==> src/design/rwg_pkg.sv <==
// Shared constants, widths and the exp(-k/4) lookup for the Ricker wavelet generator.
// No dependencies; imported by rwg_datapath and ricker_wavelet_generator_top.
package rwg_pkg;

  localparam int INDEX_W     = 16;
  localparam int STEP_W      = 24;
  localparam int SAMPLE_W    = 16;
  localparam int NUM_STAGES  = 8;

  localparam logic [STEP_W-1:0] STEP_RESET = 24'd1317624;
  localparam int unsigned MAX_SAMPLES_DEF  = 65536;

  // pi in Q.24, rounded to nearest
  localparam logic [25:0] PI_Q24 = 26'd52707179;

  // exp(-k/4) in Q1.16, table flat at zero from k = 48 on
  function automatic logic [16:0] exp_tab(input logic [6:0] k);
    logic [16:0] v;
    case (k)
      7'd0:  v = 17'd65536;
      7'd1:  v = 17'd51039;
      7'd2:  v = 17'd39750;
      7'd3:  v = 17'd30957;
      7'd4:  v = 17'd24109;
      7'd5:  v = 17'd18776;
      7'd6:  v = 17'd14623;
      7'd7:  v = 17'd11388;
      7'd8:  v = 17'd8869;
      7'd9:  v = 17'd6907;
      7'd10: v = 17'd5380;
      7'd11: v = 17'd4190;
      7'd12: v = 17'd3263;
      7'd13: v = 17'd2541;
      7'd14: v = 17'd1979;
      7'd15: v = 17'd1541;
      7'd16: v = 17'd1200;
      7'd17: v = 17'd935;
      7'd18: v = 17'd728;
      7'd19: v = 17'd567;
      7'd20: v = 17'd442;
      7'd21: v = 17'd344;
      7'd22: v = 17'd268;
      7'd23: v = 17'd209;
      7'd24: v = 17'd162;
      7'd25: v = 17'd127;
      7'd26: v = 17'd99;
      7'd27: v = 17'd77;
      7'd28: v = 17'd60;
      7'd29: v = 17'd47;
      7'd30: v = 17'd36;
      7'd31: v = 17'd28;
      7'd32: v = 17'd22;
      7'd33: v = 17'd17;
      7'd34: v = 17'd13;
      7'd35: v = 17'd10;
      7'd36: v = 17'd8;
      7'd37: v = 17'd6;
      7'd38: v = 17'd5;
      7'd39: v = 17'd4;
      7'd40: v = 17'd3;
      7'd41: v = 17'd2;
      7'd42: v = 17'd2;
      7'd43: v = 17'd1;
      7'd44: v = 17'd1;
      7'd45: v = 17'd1;
      7'd46: v = 17'd1;
      7'd47: v = 17'd1;
      default: v = 17'd0;
    endcase
    return v;
  endfunction

endpackage

==> src/design/rwg_datapath.sv <==
// Eight-stage arithmetic pipeline: phase, |x|, x^2, exp lookup, interpolation, exp subtract, product, round.
// Depends on rwg_pkg; stage loads come from the valid/stall chain in the top level.
module rwg_datapath #(
  parameter int unsigned MAX_SAMPLES = rwg_pkg::MAX_SAMPLES_DEF
) (
  input  logic                                clk,
  input  logic [rwg_pkg::NUM_STAGES-1:0]      stage_en,
  input  logic [rwg_pkg::STEP_W-1:0]          phase_step,
  input  logic [rwg_pkg::INDEX_W-1:0]         sample_index,
  output logic signed [rwg_pkg::SAMPLE_W-1:0] wavelet_sample
);
  import rwg_pkg::*;

  localparam logic [24:0] MAX_LIM = 25'(MAX_SAMPLES);
  localparam logic [39:0] X_LIMIT = 40'd1 << 26;
  localparam logic [29:0] XX_LIMIT = 30'd1 << 28;

  // stage 1: phase product, index range check
  logic [39:0] pos1;
  logic        zero1;
  // stage 2: |x|
  logic [26:0] ax2;
  logic        zero2;
  // stage 3: x squared
  logic [53:0] sq3;
  logic        zero3;
  // stage 4: xx and table fetch
  logic [28:0] xx4;
  logic [16:0] t0_4;
  logic [16:0] dt4;
  logic [21:0] f4;
  logic        zero4;
  // stage 5: interpolation product, polynomial term
  logic [38:0] prod5;
  logic [16:0] t0_5;
  logic [28:0] pmag5;
  logic        neg5;
  logic        zero5;
  // stage 6: exp value
  logic [16:0] e6;
  logic [28:0] pmag6;
  logic        neg6;
  logic        zero6;
  // stage 7: magnitude product
  logic [45:0] mag7;
  logic        neg7;
  logic        zero7;

  logic [39:0] diff2;
  logic [39:0] ax2_full;
  logic [53:0] sq_rnd;
  logic [29:0] xx_full;
  logic [6:0]  k4;
  logic [16:0] ta, tb;
  logic [29:0] two_xx;
  logic [29:0] pdiff;
  logic [46:0] mag_rnd;
  logic [21:0] r8;
  logic [SAMPLE_W-1:0] res8;

  always_comb begin
    diff2    = pos1 - {14'd0, PI_Q24};
    ax2_full = (pos1 >= {14'd0, PI_Q24}) ? diff2 : ({14'd0, PI_Q24} - pos1);
    sq_rnd   = sq3 + (54'd1 << 23);
    xx_full  = sq_rnd[53:24];
    k4       = xx_full[28:22];
    ta       = exp_tab(k4);
    tb       = exp_tab(k4 + 7'd1);
    two_xx   = {xx4, 1'b0};
    pdiff    = (two_xx > (30'd1 << 24)) ? (two_xx - (30'd1 << 24))
                                        : ((30'd1 << 24) - two_xx);
    mag_rnd  = {1'b0, mag7} + (47'd1 << 24);
    r8       = mag_rnd[46:25];
    if (zero7) begin
      res8 = '0;
    end else if (neg7) begin
      res8 = (r8 > 22'd32768) ? 16'h8000 : 16'(~r8 + 22'd1);
    end else begin
      res8 = (r8 > 22'd32767) ? 16'h7FFF : r8[15:0];
    end
  end

  always_ff @(posedge clk) begin
    if (stage_en[0]) begin
      pos1  <= 40'(sample_index) * 40'(phase_step);
      zero1 <= {9'd0, sample_index} >= MAX_LIM;
    end
    if (stage_en[1]) begin
      ax2   <= ax2_full[26:0];
      zero2 <= zero1 || (ax2_full > X_LIMIT);
    end
    if (stage_en[2]) begin
      sq3   <= 54'(ax2) * 54'(ax2);
      zero3 <= zero2;
    end
    if (stage_en[3]) begin
      xx4   <= xx_full[28:0];
      t0_4  <= ta;
      dt4   <= ta - tb;
      f4    <= xx_full[21:0];
      zero4 <= zero3 || (xx_full > XX_LIMIT);
    end
    if (stage_en[4]) begin
      prod5 <= 39'(dt4) * 39'(f4);
      t0_5  <= t0_4;
      pmag5 <= pdiff[28:0];
      neg5  <= two_xx > (30'd1 << 24);
      zero5 <= zero4;
    end
    if (stage_en[5]) begin
      e6    <= t0_5 - prod5[38:22];
      pmag6 <= pmag5;
      neg6  <= neg5;
      zero6 <= zero5;
    end
    if (stage_en[6]) begin
      mag7  <= 46'(pmag6) * 46'(e6);
      neg7  <= neg6;
      zero7 <= zero6;
    end
    if (stage_en[7]) begin
      wavelet_sample <= res8;
    end
  end

endmodule

==> src/design/ricker_wavelet_generator_top.sv <==
// Top level of the Ricker wavelet generator: ports, phase_step register, beat control.
// Depends on rwg_pkg and rwg_datapath.
//
// Each input beat carries a sample index; each output beat carries the Ricker
// wavelet exp(-x^2)*(1-2x^2) at x = index*phase_step - pi, as signed Q1.15 with
// saturation (the peak +1.0 reads as 32767). Samples with |x| > 4, x^2 > 16 or an
// index at or past MAX_SAMPLES read as zero. The block takes one beat per clock
// while in_stall is low and returns results in order through the 8-stage
// arithmetic pipeline (four multipliers for index times step, x squared, the exp
// interpolation and the final product, each followed by a register, plus the |x|,
// exp table, exp subtract and rounding stages). Each stage holds its beat only
// while the stage ahead is full and stalled, so bubbles close up and the input
// keeps flowing into any empty stages while a finished result waits at the output.
// Write phase_step (unsigned Q0.24, reset value about pi/40) only while the
// pipeline is empty.
module ricker_wavelet_generator_top #(
  parameter int unsigned MAX_SAMPLES = rwg_pkg::MAX_SAMPLES_DEF
) (
  input  logic                                clk,
  input  logic                                rst,
  input  logic                                cfg_we,
  input  logic [rwg_pkg::STEP_W-1:0]          cfg_wdata,
  input  logic                                in_valid,
  output logic                                in_stall,
  input  logic [rwg_pkg::INDEX_W-1:0]         sample_index,
  output logic                                out_valid,
  input  logic                                out_stall,
  output logic signed [rwg_pkg::SAMPLE_W-1:0] wavelet_sample
);
  import rwg_pkg::*;

  logic [STEP_W-1:0]     phase_step;
  logic [NUM_STAGES-1:0] valid;
  logic [NUM_STAGES-1:0] stage_en;

  // Configuration register, written directly
  always_ff @(posedge clk) begin
    if (rst) begin
      phase_step <= STEP_RESET;
    end else if (cfg_we) begin
      phase_step <= cfg_wdata;
    end
  end

  // Load chain: a stage takes a new beat when it is empty or its contents move on
  always_comb begin
    stage_en[NUM_STAGES-1] = !valid[NUM_STAGES-1] || !out_stall;
    for (int i = NUM_STAGES - 2; i >= 0; i--) begin
      stage_en[i] = !valid[i] || stage_en[i+1];
    end
  end

  // Advance valid bits alongside the data
  always_ff @(posedge clk) begin
    if (rst) begin
      valid <= '0;
    end else begin
      if (stage_en[0]) begin
        valid[0] <= in_valid;
      end
      for (int i = 1; i < NUM_STAGES; i++) begin
        if (stage_en[i]) begin
          valid[i] <= valid[i-1];
        end
      end
    end
  end

  assign in_stall  = !stage_en[0];
  assign out_valid = valid[NUM_STAGES-1];

  rwg_datapath #(
    .MAX_SAMPLES (MAX_SAMPLES)
  ) u_datapath (
    .clk            (clk),
    .stage_en       (stage_en),
    .phase_step     (phase_step),
    .sample_index   (sample_index),
    .wavelet_sample (wavelet_sample)
  );

endmodule
==> config.mk <==
export PLATFORM = sky130hd
export DESIGN_NAME = ricker_wavelet_generator_top
export DESIGN_NICKNAME = d
export VERILOG_FILES = /design/src/design/rwg_pkg.sv /design/src/design/rwg_datapath.sv /design/src/design/ricker_wavelet_generator_top.sv
export SDC_FILE = /design/constraint.sdc
export NUM_CORES = 2
export LEC_CHECK = 0
export ABC_CLOCK_PERIOD_IN_PS = 7100
export BUFFER_PORTS_ARGS = -buffer_cell sky130_fd_sc_hd__buf_2
export CORE_ASPECT_RATIO = 0.9
export CORE_MARGIN = 5
export CORE_UTILIZATION = 40
export DETAILED_ROUTE_END_ITERATION = 6
export PLACE_DENSITY_LB_ADDON = 0.3
export SKIP_LAST_GASP = 1
export SLEW_MARGIN = 0
export SYNTH_ARGS = -nofsm -noshare
export SYNTH_HDL_FRONTEND = slang
export SYNTH_SLANG_ARGS = --single-unit
==> constraint.sdc <==
create_clock -name clk -period 7.1 [get_ports clk]
set_input_delay 0 -clock clk [delete_from_list [all_inputs] [get_ports clk]]
set_output_delay 0 -clock clk [all_outputs]
set_load 0.05 [all_outputs]
==> impl_metrics.env <==
export IMPL_grt_pass1_wl_um=305000
export IMPL_status="finished, violations left"
export IMPL_wl_um=185000
export IMPL_slowest_stage="fa_1"
export IMPL_r2r_end="u_datapath.sq3[26]"
export IMPL_first_pass_iters=7
export IMPL_hpwl_um=154000
export IMPL_gp_congestion=0.881
export IMPL_ioPinCount=63
export IMPL_hold_path_class="input port to register"
export IMPL_num_rows=149
export IMPL_setup_slack_ns=-0.369
export IMPL_place_area_sq_mm=0.0802
export IMPL_grt_max_degree=65
export IMPL_synthesis_area_sq_mm=0.0741
export IMPL_hp_start="rst"
export IMPL_final_util=0.453
export IMPL_cts_sinks=347
export IMPL_worstMarginPinSlew_ns=1.19
export IMPL_numPortBuffers=62
export IMPL_hold_viol=0
export IMPL_met2_usage=0.311
export IMPL_overflow=0
export IMPL_crit_top_cell="buf_4"
export IMPL_syn_nets=10100
export IMPL_r2r_start="u_datapath.ax2[14]"
export IMPL_yosysTopAreaCellShare=0.417
export IMPL_antenna_found_initial=1
export IMPL_post_route_period_util=1.05
export IMPL_synthCells=7917
export IMPL_path_class="register to register"
export IMPL_max_stage_delay_ns=0.53
export IMPL_fin_area_sq_mm=0.0833
export IMPL_cts_clk_slew_worst_paths_ns=0.05
export IMPL_crit_fanout=5
export IMPL_drive_gt1_frac=0.0979
export IMPL_max_freq_mhz=134
export IMPL_tns_ns=-3.23
export IMPL_drc=0
export IMPL_grt_pass1_vias=57200
export IMPL_fill_cells=17500
export IMPL_rsz0062_at_grt="yes"
export IMPL_vias=53700
export IMPL_die_w_um=464
export IMPL_tritoncts="yes"
export IMPL_multi_input_area_sq_mm=0.0560
export IMPL_synth_warnings=0
export IMPL_yosys_area_top_type="fa_1"
export IMPL_failed_checks="setup timing"
export IMPL_cts_htree_levels=2
export IMPL_grtUsageTotal=0.193
export IMPL_cp_start_kind="register"
export IMPL_rrSetupSlack_ns=-0.37
export IMPL_synth_async_reset_ratio=0
export IMPL_finalSetupViolations=20
export IMPL_top_usage_layer="met2"
export IMPL_use_met3=0.0266
export IMPL_viasPerCell=4.99
export IMPL_hold_depth=2
export IMPL_reg2regPathDepth=32
export IMPL_cap_violations=0
export IMPL_register_area_sq_mm=0.0101
export IMPL_synth_edf_count=315
export IMPL_synth_seq_cells=347
export IMPL_syn_area_per_cell_sq_um=9.36
export IMPL_cts_buffers_inserted=43
export IMPL_ys_types=82
export IMPL_ant_nets=0
export IMPL_relSlewSlack=0.202
export IMPL_worstPathRequired_ns=7.40
export IMPL_crit_path_end_kind="register"
export IMPL_grt_met1_usage=0.280
export IMPL_area_delta_synth_final_pct=12.3
export IMPL_die_h_um=418
export IMPL_ys_top_cells_by_area="fa_1 42%, edfxtp_1 13%, ha_1 10%"
export IMPL_fin_nets=10500
export IMPL_holdPathEnd="phase_step[15]"
export IMPL_worstPathArrival_ns=7.77
export IMPL_routedWlPerCell_um=17.2
export IMPL_cts_path_max_buffers=3
export IMPL_core_area_sq_mm=0.184
export IMPL_start_util=0.403
export IMPL_dieArea_sq_mm=0.194
export IMPL_cts_root_buffer="clkbuf_16"
export IMPL_ys_flop_type="edfxtp_1"
export IMPL_yosysSeqAreaShare=0.136
export IMPL_fin_skew_ns=0.0504
export IMPL_drt_iter0_drc=3138
export IMPL_maxSlewViolCount=0
export IMPL_period_needed_ns=7.47
export IMPL_clk_insertion_delay_late_ns=0.63
-- final cells by class --
| cell class | count | share of cell area |
|---|---|---|
| Antenna cell | 3 | 0.0000902 |
| Clock buffer | 53 | 0.0134 |
| Clock inverter | 24 | 0.00308 |
| Inverter | 1900 | 0.0857 |
| Multi-Input combinational cell | 5326 | 0.672 |
| Sequential cell | 347 | 0.122 |
| Tap cell | 2416 | 0.0363 |
| Timing Repair Buffer | 686 | 0.0678 |
-- Yosys cell counts (23+ instances only) --
| library cell | count |
|---|---|
| nor2_1 | 258 |
| edfxtp_1 | 315 |
| ha_1 | 600 |
| nor2b_1 | 32 |
| nand4_1 | 31 |
| a211o_1 | 23 |
| mux2i_1 | 43 |
| inv_1 | 1894 |
| dfxtp_1 | 32 |
| nand2_1 | 1191 |
| buf_1 | 26 |
| a21o_1 | 59 |
| nor4_1 | 24 |
| xor2_1 | 79 |
| clkbuf_1 | 312 |
| fa_1 | 1543 |
| a211oi_1 | 33 |
| nand3_1 | 71 |
| and3_1 | 31 |
| and2_1 | 514 |
| xnor2_1 | 161 |
| a21oi_1 | 180 |
| nor3_1 | 54 |
| o21ai_0 | 113 |
-- flip-flops by register name, indices dropped and copies added, names as in the netlist, 17 cells and up --
signal / flops
u_datapath.pos1: 40
u_datapath.sq3: 31
u_datapath.pmag5: 28
u_datapath.pmag6: 28
u_datapath.ax2: 27
phase_step: 24
u_datapath.mag7: 22
u_datapath.f4: 21
u_datapath.dt4: 17
u_datapath.e6: 17
u_datapath.prod5: 17
u_datapath.t0_4: 17
u_datapath.t0_5: 17
-- cell families after synthesis --
kind of cell               count (synthesis)  share of synthesized area
buffers and inverters                   2244                      0.114
muxes                                     50                    0.00702
AOI/OAI and AO/OA                        597                     0.0520
adders and majority gates               2143                      0.518
DFF                                      347                      0.136
and+or+nand+nor                         2295                      0.144
xor gates and xnor gates                 241                     0.0286
-- layout by cell type, fill, tap and decap left out, types with 53 or more instances in the layout --
cell type         n
and2_1          505
xor2_1           79
xnor2_1         158
fa_1           1533
o21ai_0         105
buf_4           515
buf_2            62
nand2_1        1186
a21oi_1         173
inv_1          1884
nor3_1           53
ha_1            594
a21o_1           57
nor2_1          254
nand3_1          70
edfxtp_1        315
dlygate4sd3_1    55
-- metal layers --
layer / routed length, um / vias to the layer above
met4: 3390 / 0
met1: 85000 / 27400
met2: 85000 / 1492
li1: - / 24600
met3: 11200 / 216
met5: 0 / -
-- repair_timing --
item                                    in CTS  in global routing
hold buffers                                55                  0
endpoints found under the setup margin      25                 46
buffers inserted                            48                 41
endpoints found under the hold margin       28                  0
gates cloned                                 0                  1
pin swaps                                   53                 21
resized for setup                           67                 52
-- worst max-delay path by stage --
stage,start,to,slack [ns]
floorplan,u_datapath.ax2[15],u_datapath.sq3[53],0.01
finish,u_datapath.ax2[14],u_datapath.sq3[26],-0.37
detailed placement,u_datapath.ax2[20],u_datapath.sq3[53],-0.51
global route,u_datapath.ax2[13],u_datapath.sq3[26],-0.58
global placement,u_datapath.ax2[4],u_datapath.sq3[53],-0.41
CTS,u_datapath.ax2[20],u_datapath.sq3[26],-0.31
-- stage by stage --
stage / hold WS [ns] / worst slack, ns / instances
final: 0.0248 / -0.369 / 10800
after global routing: 0.0518 / -0.583 / 10800
after CTS: 0.000896 / -0.310 / 10700
after detailed placement: 0.217 / -0.509 / 10500
after global placement: 0.213 / -0.414 / 10500
after floorplan: 0.0986 / 0.0121 / 7917
-- critical path: cells and delay by family (launching register included) --
kind | cells | cell delay [ns]
buffers and inverters | 19 | 2.19
DFF | 1 | 0.45
adders and majority gates | 8 | 3.67
AOI/OAI and AO/OA | 2 | 0.29
and+or+nand+nor | 3 | 0.55
Power is not shown: default switching activity piles up to over one toggle a cycle in this logic, so the estimate is an artifact.
